$ cat src/hdl/sasd_pkg.sv
// Shared types, constants and tables for the stereo arcsine shaper with dither.
// Used by sasd_core and stereo_arcsine_shaper_dither_unit; no dependencies.
`timescale 1ns / 1ps
`default_nettype none

package sasd_pkg;

    // Sample format: signed, SAMPLE_BITS-1 fraction bits
    localparam int SAMPLE_BITS = 24;
    localparam int OUT_W       = 25;
    localparam int DITHER_W    = 10;

    // Stream bus widths, padded to whole bytes
    localparam int IN_TDATA_W  = ((2 * SAMPLE_BITS + 7) / 8) * 8;
    localparam int OUT_TDATA_W = ((2 * OUT_W + 7) / 8) * 8;

    // Internal Q32 arithmetic
    localparam int Q_W     = 32;
    localparam int ROOT_W  = 64;
    localparam int SUM_W   = Q_W + 1;
    localparam int MAG_W   = Q_W + 2;
    localparam int VAL_W   = Q_W + 4;
    localparam int DIV_W   = 40;
    localparam int DIV_CNT_W = $clog2(DIV_W);
    localparam int REM_W   = 11;
    localparam int NUM_W   = 10;
    localparam int RND_SHIFT = 9;

    localparam logic [MAG_W-1:0] PI_HALF_Q32 = 34'h1921FB544;
    localparam logic signed [OUT_W-1:0] OUT_MAX = 25'sd13176795;
    localparam logic [ROOT_W-1:0] ROOT_BIT0 = 64'h4000_0000_0000_0000;
    localparam logic signed [VAL_W-1:0] RND_HALF = 36'sd256;

    // Series of asin: term k+1 = term k * z^2 * NUM[k] / DEN[k]
    localparam int SERIES_TERMS = 16;
    localparam int K_W = $clog2(SERIES_TERMS);
    localparam logic [NUM_W-1:0] SERIES_NUM [SERIES_TERMS] = '{
        10'd1,   10'd9,   10'd25,  10'd49,  10'd81,  10'd121, 10'd169, 10'd225,
        10'd289, 10'd361, 10'd441, 10'd529, 10'd625, 10'd729, 10'd841, 10'd961
    };
    localparam logic [REM_W-1:0] SERIES_DEN [SERIES_TERMS] = '{
        11'd6,   11'd20,  11'd42,  11'd72,  11'd110, 11'd156, 11'd210, 11'd272,
        11'd342, 11'd420, 11'd506, 11'd600, 11'd702, 11'd812, 11'd930, 11'd1056
    };

    // Dither generators
    localparam logic [31:0] SEED_LEFT  = 32'h2545F491;
    localparam logic [31:0] SEED_RIGHT = 32'h9E3779B9;
    localparam logic signed [DITHER_W-1:0] DITHER_CENTER = 10'sd255;

    // Request to and response from the per-channel arithmetic core
    typedef struct packed {
        logic                       start;
        logic [SAMPLE_BITS-1:0]     sample;
        logic signed [DITHER_W-1:0] dither;
    } t_core_req;

    typedef struct packed {
        logic                    done;
        logic signed [OUT_W-1:0] result;
    } t_core_rsp;

    // One xorshift32 step, shifts 13, 17, 5
    function automatic logic [31:0] xorshift_step(input logic [31:0] x);
        logic [31:0] y;
        y = x ^ (x << 13);
        y = y ^ (y >> 17);
        y = y ^ (y << 5);
        return y;
    endfunction

    // Dither in Q32 units: top nine bits of the state, centered
    function automatic logic signed [DITHER_W-1:0] dither_of(input logic [31:0] x);
        return $signed({1'b0, x[31:23]}) - DITHER_CENTER;
    endfunction

endpackage

`default_nettype wire

$ cat src/hdl/sasd_mul.sv
// Shared 32x32 multiplier with a registered 64-bit product.
// No dependencies; used by sasd_core.
`timescale 1ns / 1ps
`default_nettype none

module sasd_mul (
    input  wire logic        i_clk,
    input  wire logic [31:0] i_a,
    input  wire logic [31:0] i_b,
    output logic      [63:0] o_prod
);

    // Register the product
    always_ff @(posedge i_clk) begin
        o_prod <= i_a * i_b;
    end

endmodule

`default_nettype wire

$ cat src/hdl/sasd_csub.sv
// Shared compare-and-subtract unit for the square-root and divide steps.
// No dependencies; used by sasd_core.
`timescale 1ns / 1ps
`default_nettype none

module sasd_csub (
    input  wire logic [63:0] i_a,
    input  wire logic [63:0] i_b,
    output logic      [63:0] o_diff,
    output logic             o_ge
);

    logic borrow;

    // Subtract and flag a >= b
    assign {borrow, o_diff} = {1'b0, i_a} - {1'b0, i_b};
    assign o_ge = ~borrow;

endmodule

`default_nettype wire

$ cat src/hdl/sasd_core.sv
// Per-channel arcsine with dither and rounding, run by a small sequencer
// over one shared multiplier and one shared compare-subtract unit.
// Depends on sasd_pkg, sasd_mul, sasd_csub.
`timescale 1ns / 1ps
`default_nettype none

module sasd_core (
    input  wire logic               i_clk,
    input  wire logic               i_rst_n,
    input  wire sasd_pkg::t_core_req i_req,
    output sasd_pkg::t_core_rsp      o_rsp
);

    typedef enum logic [3:0] {
        S_IDLE, S_ROOT, S_SQR, S_SQRW, S_M1, S_M2, S_DLD, S_DIV, S_ACC, S_FIN, S_RND
    } t_core_state;

    t_core_state r_state;
    logic                                r_neg;
    logic                                r_upper;
    logic [sasd_pkg::Q_W-1:0]            r_z;
    logic [sasd_pkg::ROOT_W-1:0]         r_v;
    logic [sasd_pkg::ROOT_W-1:0]         r_r;
    logic [sasd_pkg::ROOT_W-1:0]         r_bit;
    logic [sasd_pkg::Q_W-1:0]            r_z2;
    logic [sasd_pkg::Q_W-1:0]            r_t;
    logic [sasd_pkg::SUM_W-1:0]          r_s;
    logic [sasd_pkg::K_W-1:0]            r_k;
    logic [sasd_pkg::REM_W-1:0]          r_rem;
    logic [sasd_pkg::DIV_W-1:0]          r_quo;
    logic [sasd_pkg::DIV_CNT_W-1:0]      r_cnt;
    logic signed [sasd_pkg::VAL_W-1:0]   r_val;
    logic signed [sasd_pkg::DITHER_W-1:0] r_dither;
    logic signed [sasd_pkg::OUT_W-1:0]   r_result;
    logic                                r_done;

    logic [63:0] cs_a, cs_b, cs_diff;
    logic        cs_ge;
    logic [31:0] mul_a, mul_b;
    logic [63:0] mul_prod;

    logic [sasd_pkg::SAMPLE_BITS-1:0] in_abs;
    logic                             in_neg;
    logic                             in_lower;
    logic [32:0]                      z_ext;
    logic [sasd_pkg::SAMPLE_BITS-1:0] in_w;
    logic [sasd_pkg::ROOT_W-1:0]      v_init;
    logic [sasd_pkg::ROOT_W-1:0]      root_nx;
    logic [sasd_pkg::REM_W:0]         div_trial;
    logic [sasd_pkg::MAG_W-1:0]       mag;
    logic signed [sasd_pkg::VAL_W-1:0] mag_s;
    logic signed [sasd_pkg::VAL_W-1:0] rnd_sum;
    logic signed [sasd_pkg::VAL_W-sasd_pkg::RND_SHIFT-1:0] rnd_q;
    logic signed [sasd_pkg::OUT_W-1:0] sat_q;

    sasd_mul u_mul (
        .i_clk  (i_clk),
        .i_a    (mul_a),
        .i_b    (mul_b),
        .o_prod (mul_prod)
    );

    sasd_csub u_csub (
        .i_a    (cs_a),
        .i_b    (cs_b),
        .o_diff (cs_diff),
        .o_ge   (cs_ge)
    );

    // Decode the incoming sample: magnitude, path and starting operands
    always_comb begin
        in_neg   = i_req.sample[sasd_pkg::SAMPLE_BITS-1];
        in_abs   = in_neg ? (~i_req.sample + 1'b1) : i_req.sample;
        in_lower = in_abs <= (sasd_pkg::SAMPLE_BITS)'(1 << (sasd_pkg::SAMPLE_BITS - 2));
        z_ext    = {in_abs, {(33 - sasd_pkg::SAMPLE_BITS){1'b0}}};
        in_w     = (sasd_pkg::SAMPLE_BITS)'(1 << (sasd_pkg::SAMPLE_BITS - 1)) - in_abs;
        v_init   = {in_w, {(64 - sasd_pkg::SAMPLE_BITS){1'b0}}};
    end

    // Steer the shared units by state
    always_comb begin
        div_trial = {r_rem, r_quo[sasd_pkg::DIV_W-1]};
        root_nx   = cs_ge ? ((r_r >> 1) | r_bit) : (r_r >> 1);
        if (r_state == S_DIV) begin
            cs_a = {{(64 - sasd_pkg::REM_W - 1){1'b0}}, div_trial};
            cs_b = {{(64 - sasd_pkg::REM_W){1'b0}}, sasd_pkg::SERIES_DEN[r_k]};
        end else begin
            cs_a = r_v;
            cs_b = r_r | r_bit;
        end
        case (r_state)
            S_SQR: begin
                mul_a = r_z;
                mul_b = r_z;
            end
            S_M2: begin
                mul_a = mul_prod[63:32];
                mul_b = {{(32 - sasd_pkg::NUM_W){1'b0}}, sasd_pkg::SERIES_NUM[r_k]};
            end
            default: begin
                mul_a = r_t;
                mul_b = r_z2;
            end
        endcase
    end

    // Apply the sign, then add dither and round half up with saturation
    always_comb begin
        mag     = r_upper ? (sasd_pkg::PI_HALF_Q32 - {r_s, 1'b0}) : {1'b0, r_s};
        mag_s   = $signed({2'b00, mag});
        rnd_sum = r_val + sasd_pkg::VAL_W'(r_dither) + sasd_pkg::RND_HALF;
        rnd_q   = rnd_sum[sasd_pkg::VAL_W-1:sasd_pkg::RND_SHIFT];
        if (rnd_q > sasd_pkg::OUT_MAX) begin
            sat_q = sasd_pkg::OUT_MAX;
        end else if (rnd_q < -sasd_pkg::OUT_MAX) begin
            sat_q = -sasd_pkg::OUT_MAX;
        end else begin
            sat_q = rnd_q[sasd_pkg::OUT_W-1:0];
        end
    end

    // Sequencer and datapath registers
    always_ff @(posedge i_clk) begin
        if (!i_rst_n) begin
            r_state <= S_IDLE;
            r_done  <= 1'b0;
        end else begin
            r_done <= 1'b0;
            unique case (r_state)
                S_IDLE: begin
                    if (i_req.start) begin
                        r_neg    <= in_neg;
                        r_upper  <= ~in_lower;
                        r_dither <= i_req.dither;
                        r_z      <= z_ext[31:0];
                        r_v      <= v_init;
                        r_r      <= '0;
                        r_bit    <= sasd_pkg::ROOT_BIT0;
                        r_state  <= in_lower ? S_SQR : S_ROOT;
                    end
                end
                // One root bit per cycle
                S_ROOT: begin
                    if (cs_ge) begin
                        r_v <= cs_diff;
                    end
                    r_r   <= root_nx;
                    r_bit <= r_bit >> 2;
                    if (r_bit[0]) begin
                        r_z     <= root_nx[31:0];
                        r_state <= S_SQR;
                    end
                end
                S_SQR: begin
                    r_state <= S_SQRW;
                end
                S_SQRW: begin
                    r_z2    <= mul_prod[63:32];
                    r_t     <= r_z;
                    r_s     <= {1'b0, r_z};
                    r_k     <= '0;
                    r_state <= S_M1;
                end
                S_M1: begin
                    r_state <= S_M2;
                end
                S_M2: begin
                    r_state <= S_DLD;
                end
                S_DLD: begin
                    r_quo   <= mul_prod[sasd_pkg::DIV_W-1:0];
                    r_rem   <= '0;
                    r_cnt   <= sasd_pkg::DIV_CNT_W'(sasd_pkg::DIV_W - 1);
                    r_state <= S_DIV;
                end
                // One quotient bit per cycle
                S_DIV: begin
                    r_rem <= cs_ge ? cs_diff[sasd_pkg::REM_W-1:0]
                                   : div_trial[sasd_pkg::REM_W-1:0];
                    r_quo <= {r_quo[sasd_pkg::DIV_W-2:0], cs_ge};
                    r_cnt <= r_cnt - 1'b1;
                    if (r_cnt == '0) begin
                        r_state <= S_ACC;
                    end
                end
                S_ACC: begin
                    r_t <= r_quo[31:0];
                    r_s <= r_s + {1'b0, r_quo[31:0]};
                    r_k <= r_k + 1'b1;
                    r_state <= (r_k == sasd_pkg::K_W'(sasd_pkg::SERIES_TERMS - 1)) ? S_FIN
                                                                                   : S_M1;
                end
                S_FIN: begin
                    r_val   <= r_neg ? -mag_s : mag_s;
                    r_state <= S_RND;
                end
                S_RND: begin
                    r_result <= sat_q;
                    r_done   <= 1'b1;
                    r_state  <= S_IDLE;
                end
                default: begin
                    r_state <= S_IDLE;
                end
            endcase
        end
    end

    assign o_rsp.done   = r_done;
    assign o_rsp.result = r_result;

    a_start_when_idle: assert property (@(posedge i_clk) disable iff (!i_rst_n)
        i_req.start |-> r_state == S_IDLE)
        else $error("core started while busy");

    a_result_in_range: assert property (@(posedge i_clk) disable iff (!i_rst_n)
        r_done |-> (r_result <= sasd_pkg::OUT_MAX && r_result >= -sasd_pkg::OUT_MAX))
        else $error("result beyond saturation limit");

    a_root_bit_onehot: assert property (@(posedge i_clk) disable iff (!i_rst_n)
        r_state == S_ROOT |-> $onehot(r_bit))
        else $error("square root bit lost");

    a_div_exit: assert property (@(posedge i_clk) disable iff (!i_rst_n)
        r_state == S_DIV |=> (r_state == S_DIV || r_state == S_ACC))
        else $error("divide loop left early");

endmodule

`default_nettype wire

$ cat src/hdl/stereo_arcsine_shaper_dither_unit.sv
// Top level: stream ports, dither generators, channel sequencing, output register.
// Depends on sasd_pkg and sasd_core.
//
//  Channel | Dir | Signals                      | Contents
//  s_axis  | in  | tvalid, tready, tdata[47:0]  | one stereo frame
//  m_axis  | out | tvalid, tready, tdata[55:0]  | one shaped, dithered frame
//
// A frame passes both channels through the core; a channel that exceeds one half
// in magnitude also takes the square-root path before its series.
// Each of the 16 series terms goes through the 40-bit bit-serial divide of the core.
// The channels run one after the other through the single core; s_axis_tready is
// low from acceptance until the result is loaded into the output register.
// The output register holds a result while m_axis stalls; the next frame is
// accepted meanwhile. Reset is synchronous, active low, and reloads the seeds.
`timescale 1ns / 1ps
`default_nettype none

module stereo_arcsine_shaper_dither_unit (
    input  wire logic                             i_clk,
    input  wire logic                             i_rst_n,
    input  wire logic                             s_axis_tvalid,
    output logic                                  s_axis_tready,
    // sample_left [23:0], sample_right [47:24]
    input  wire logic [sasd_pkg::IN_TDATA_W-1:0]  s_axis_tdata,
    output logic                                  m_axis_tvalid,
    input  wire logic                             m_axis_tready,
    // out_left [24:0], out_right [49:25], zero pad above
    output logic [sasd_pkg::OUT_TDATA_W-1:0]      m_axis_tdata
);

    typedef enum logic [1:0] {T_IDLE, T_LEFT, T_RIGHT, T_PUSH} t_top_state;

    t_top_state r_state;
    logic [31:0] r_noise_l;
    logic [31:0] r_noise_r;
    sasd_pkg::t_core_req r_core_req;
    sasd_pkg::t_core_rsp core_rsp;
    logic [sasd_pkg::SAMPLE_BITS-1:0]     r_sample_r;
    logic signed [sasd_pkg::DITHER_W-1:0] r_dither_r;
    logic signed [sasd_pkg::OUT_W-1:0]    r_res_l;
    logic signed [sasd_pkg::OUT_W-1:0]    r_res_r;
    logic                                 r_out_valid;
    logic signed [sasd_pkg::OUT_W-1:0]    r_out_l;
    logic signed [sasd_pkg::OUT_W-1:0]    r_out_r;

    logic        in_accept;
    logic [31:0] n_noise_l;
    logic [31:0] n_noise_r;

    sasd_core u_core (
        .i_clk   (i_clk),
        .i_rst_n (i_rst_n),
        .i_req   (r_core_req),
        .o_rsp   (core_rsp)
    );

    // Handshake and next generator states
    assign s_axis_tready = (r_state == T_IDLE);
    assign in_accept     = s_axis_tvalid & s_axis_tready;
    assign n_noise_l     = sasd_pkg::xorshift_step(r_noise_l);
    assign n_noise_r     = sasd_pkg::xorshift_step(r_noise_r);

    // Sequence the two channels and hand off to the output register
    always_ff @(posedge i_clk) begin
        if (!i_rst_n) begin
            r_state          <= T_IDLE;
            r_core_req.start <= 1'b0;
            r_out_valid      <= 1'b0;
            r_noise_l        <= sasd_pkg::SEED_LEFT;
            r_noise_r        <= sasd_pkg::SEED_RIGHT;
        end else begin
            r_core_req.start <= 1'b0;
            if (m_axis_tvalid && m_axis_tready) begin
                r_out_valid <= 1'b0;
            end
            unique case (r_state)
                T_IDLE: begin
                    if (in_accept) begin
                        r_noise_l         <= n_noise_l;
                        r_noise_r         <= n_noise_r;
                        r_core_req.start  <= 1'b1;
                        r_core_req.sample <= s_axis_tdata[sasd_pkg::SAMPLE_BITS-1:0];
                        r_core_req.dither <= sasd_pkg::dither_of(n_noise_l);
                        r_sample_r <= s_axis_tdata[2*sasd_pkg::SAMPLE_BITS-1:
                                                   sasd_pkg::SAMPLE_BITS];
                        r_dither_r <= sasd_pkg::dither_of(n_noise_r);
                        r_state    <= T_LEFT;
                    end
                end
                T_LEFT: begin
                    if (core_rsp.done) begin
                        r_res_l           <= core_rsp.result;
                        r_core_req.start  <= 1'b1;
                        r_core_req.sample <= r_sample_r;
                        r_core_req.dither <= r_dither_r;
                        r_state           <= T_RIGHT;
                    end
                end
                T_RIGHT: begin
                    if (core_rsp.done) begin
                        r_res_r <= core_rsp.result;
                        r_state <= T_PUSH;
                    end
                end
                T_PUSH: begin
                    if (!r_out_valid || m_axis_tready) begin
                        r_out_valid <= 1'b1;
                        r_out_l     <= r_res_l;
                        r_out_r     <= r_res_r;
                        r_state     <= T_IDLE;
                    end
                end
                default: begin
                    r_state <= T_IDLE;
                end
            endcase
        end
    end

    assign m_axis_tvalid = r_out_valid;
    assign m_axis_tdata  = {{(sasd_pkg::OUT_TDATA_W - 2 * sasd_pkg::OUT_W){1'b0}},
                            r_out_r, r_out_l};

    a_accept_starts_left: assert property (@(posedge i_clk) disable iff (!i_rst_n)
        in_accept |=> (r_state == T_LEFT && r_core_req.start))
        else $error("accepted frame did not start the left channel");

    a_noise_nonzero: assert property (@(posedge i_clk) disable iff (!i_rst_n)
        r_noise_l != 32'd0 && r_noise_r != 32'd0)
        else $error("dither generator stuck at zero");

    a_done_while_busy: assert property (@(posedge i_clk) disable iff (!i_rst_n)
        core_rsp.done |-> (r_state == T_LEFT || r_state == T_RIGHT))
        else $error("core result with no channel in flight");

endmodule

`default_nettype wire
$ cat config.mk
export PLATFORM = sky130hd
export DESIGN_NAME = stereo_arcsine_shaper_dither_unit
export DESIGN_NICKNAME = d
export VERILOG_FILES = /design/src/hdl/sasd_pkg.sv /design/src/hdl/sasd_mul.sv /design/src/hdl/sasd_csub.sv /design/src/hdl/sasd_core.sv /design/src/hdl/stereo_arcsine_shaper_dither_unit.sv
export SDC_FILE = /design/constraint.sdc
export NUM_CORES = 2
export LEC_CHECK = 0
export BUFFER_PORTS_ARGS = -buffer_cell sky130_fd_sc_hd__buf_2
export CAP_MARGIN = 5
export CORE_UTILIZATION = 60
export CTS_CLUSTER_DIAMETER = 50
export CTS_CLUSTER_SIZE = 30
export DETAILED_ROUTE_END_ITERATION = 8
export HOLD_SLACK_MARGIN = 0.05
export PLACE_DENSITY = 0.85
export REMOVE_ABC_BUFFERS = 1
export SYNTH_ARGS = -nofsm -noshare
export SYNTH_HDL_FRONTEND = slang
export SYNTH_SLANG_ARGS = --single-unit
$ cat constraint.sdc
create_clock -name i_clk -period 10.4 [get_ports i_clk]
set_input_delay 1.04 -clock i_clk [delete_from_list [all_inputs] [get_ports i_clk]]
set_output_delay 1.04 -clock i_clk [all_outputs]
set_load 0.05 [all_outputs]
==> reports/qor.yml <==
sta:
  finClkSkew_ps: 59.4
  whs_ps: 420
  finalCriticalPeriod_ps: 10130
  relSlewSlack: 0.235
  min_period_over_period: 0.974
  rsz0062_at_grt: "no"
  max_freq_mhz: 98.7
  drv_slew: 0
  setup_viol: 0
  worstMarginPinSlew_ps: 1140
  hold_viol_final: 0
  fin_ws_ps: 265
synthesis:
  synth_area_per_cell_um2: 9.67
  yosysUniqueCellTypes: 107
  yosysSeqAreaShare: 0.291
  ys_ff_latch: 727
  synth-main-ff-cell: "edfxtp_1"
  syn_inst: 7280
  yosys_warnings: 0
  async_flop_share: 0
  netlist_area_mm2: 0.0704
  synth-edff-count: 590
floorplan:
  coreArea_mm2: 0.116
  fp-row-count: 125
  initial_core_util: 0.606
  die_y_um: 345
  ios: 110
  die_area_mm2: 0.119
  die_w_um: 345
placement:
  place_ws_ps: 216
  dp_hpwl_um: 158000
  gp_congestion: 1.08
  io_buffers: 103
  place_inst: 8778
worst_setup_path:
  max_stage_delay_ps: 630
  cp.arrival_ps: 10630
  cp_max_fo: 24
  critPathLaunchType: "flip-flop"
  worst_setup_path_end_kind: "flip-flop"
  crit_top_cell: "fa_1"
  critPathKind: "reg -> reg"
  cp.required_ps: 10900
  cp_slowest_cell: "dfxtp_1"
cells_and_area:
  n_fill_cell: 8591
  fin_nets: 8737
  drive_above_1_share: 0.0772
  multiInputGateArea_mm2: 0.0454
  ff_latch_area_mm2: 0.0205
  syn2layout_area_growth_pct: 8.71
  layout_commonest_cell: "nand2_1"
  finalNonFillerCells: 8931
  layout_common_cells: "nand2_1 (996), inv_1 (962), fa_1 (898)"
cts:
  cts_root_buf: "clkbuf_16"
  cts_tree: "yes"
  cts_buffer_depth: 3
  cts_buffers: 79
  clock_latency_ps: 680
  cts.sinks: 727
  htreeDepth: 3
  path_clk_slew_ps: 90
  hold_buffers: 0
outcome:
  status: "finished, final reports clean"
grt:
  antenna_found_initial: 3
  grt_max_degree: 110
  grt_pass1_wl_um: 318000
  grt_pass1_vias: 56600
  overflow: 0
  grt_usage: 0.350
routing:
  drt-initial-drc-count: 6314
  wl_per_cell_um: 23.0
  viasPerCell: 6.17
  vias: 55100
  ant_nets: 0
  route.detailed.drc: 0
  firstDrtPassIters: 8
  routed_wl_um: 205000
worst_hold_path:
  worstHoldPathType: "reg -> reg"
flow_run:
  maxCapViolCount: 0
layer usage:
metal / GRT usage / vias to the layer above / routed length [um]
met5: 0 / - / 26
met1: 0.433 / 26900 / 72900
li1: - / 23900 / -
met2: 0.557 / 3473 / 93700
met3: 0.0903 / 920 / 24000
met4: 0.208 / 4 / 14800
logic make-up after synthesis:
group	Yosys count	synth area share
multiplexers	44	0.00627
buffers and inverters	1303	0.0701
flip-flops	727	0.291
XOR/XNOR	404	0.0502
other	1	0.0000533
AO/OA/AOI/OAI	1107	0.104
adder cells (fa/ha/maj)	1346	0.335
AND/OR/NAND/NOR	2348	0.144
cells in the mapped netlist, drive strengths merged, types with 6 or more instances:
library cell	n	area share
a221oi	44	0.0057
and2	175	0.016
o22ai	7	0.00062
dfxtp	137	0.039
nand4	30	0.0027
a31oi	31	0.0028
nand3	87	0.0063
fa	898	0.26
o211ai	10	0.0011
inv	963	0.051
edfxtp	590	0.25
a21oi	296	0.021
a211oi	34	0.0038
nor3	51	0.0038
a221o	40	0.0057
nand2b	41	0.0036
or2	14	0.0012
o21ai	293	0.021
o21a	32	0.0035
and3	31	0.0028
clkbuf	294	0.016
a21boi	17	0.0019
and4	6	0.00078
nor4	11	0.0012
o21bai	22	0.0024
nor2	787	0.042
a211o	7	0.00087
buf	44	0.0030
a2111oi	11	0.0015
nor2b	28	0.0025
mux2i	43	0.0061
xor2	145	0.018
xnor2	259	0.032
a22o	27	0.0035
or4	7	0.00075
o31a	7	0.00087
nor3b	6	0.00064
ha	448	0.080
a31o	8	0.0010
a311oi	6	0.00075
or3	61	0.0055
a21o	139	0.015
o31ai	28	0.0032
nand2	999	0.053
flip-flops by register name, indices dropped and copies added (netlist names), 32 cells and up:
signal / count
r_core_req: 35
u_core.u_mul.o_prod: 64
u_core.r_z: 32
u_core.r_t: 32
u_core.r_s: 33
u_core.r_z2: 32
u_core.r_quo: 40
u_core.r_r: 63
u_core.r_val: 36
r_noise_l: 32
r_noise_r: 32
u_core.r_v: 64
u_core.r_bit: 32
metrics by stage:
stage               instance area (um^2)  utilization  TNS [ps]
global route                       76500        0.659         0
CTS                                76500        0.658         0
finish                             76500        0.659         0
detailed placement                 73500        0.633         0
global placement                   73500        0.633         0
floorplan                          69100            -   -230500
critical path: cells and delay by family (launching register included):
family	cells	cell delay, ps
flip-flops	1	630
adder cells (fa/ha/maj)	9	4430
XOR/XNOR	1	490
AO/OA/AOI/OAI	10	2270
AND/OR/NAND/NOR	5	960
buffers and inverters	8	1150
area by class of cell:
type,instances,area share
inverters,965,0.0473
diodes,2,0.0000654
flip-flops and latches,727,0.267
repair buffers,311,0.0283
multi-input cells,5255,0.594
well taps,1524,0.0249
clock buffers,87,0.0262
clock inverters,60,0.0122
what timing repair did:
action / CTS / global route
resized for setup: 0 / 11
setup endpoints to repair: 0 / 8
buffers inserted: 0 / 4
path summary, 6_finish.rpt:
path / from / end / slack (ps) / cells after the start
max: u_core.r_state[2] / u_core.u_mul.o_prod[45] / 270 / 33
min: r_res_l[2] / r_out_l[2] / 420 / 0
max reg2reg: u_core.r_state[2] / u_core.u_mul.o_prod[45] / 270 / 33
min reg2reg: r_res_l[2] / r_out_l[2] / 420 / 0
Power is not shown: default switching activity piles up to over one toggle a cycle in this logic, so the estimate is an artifact.
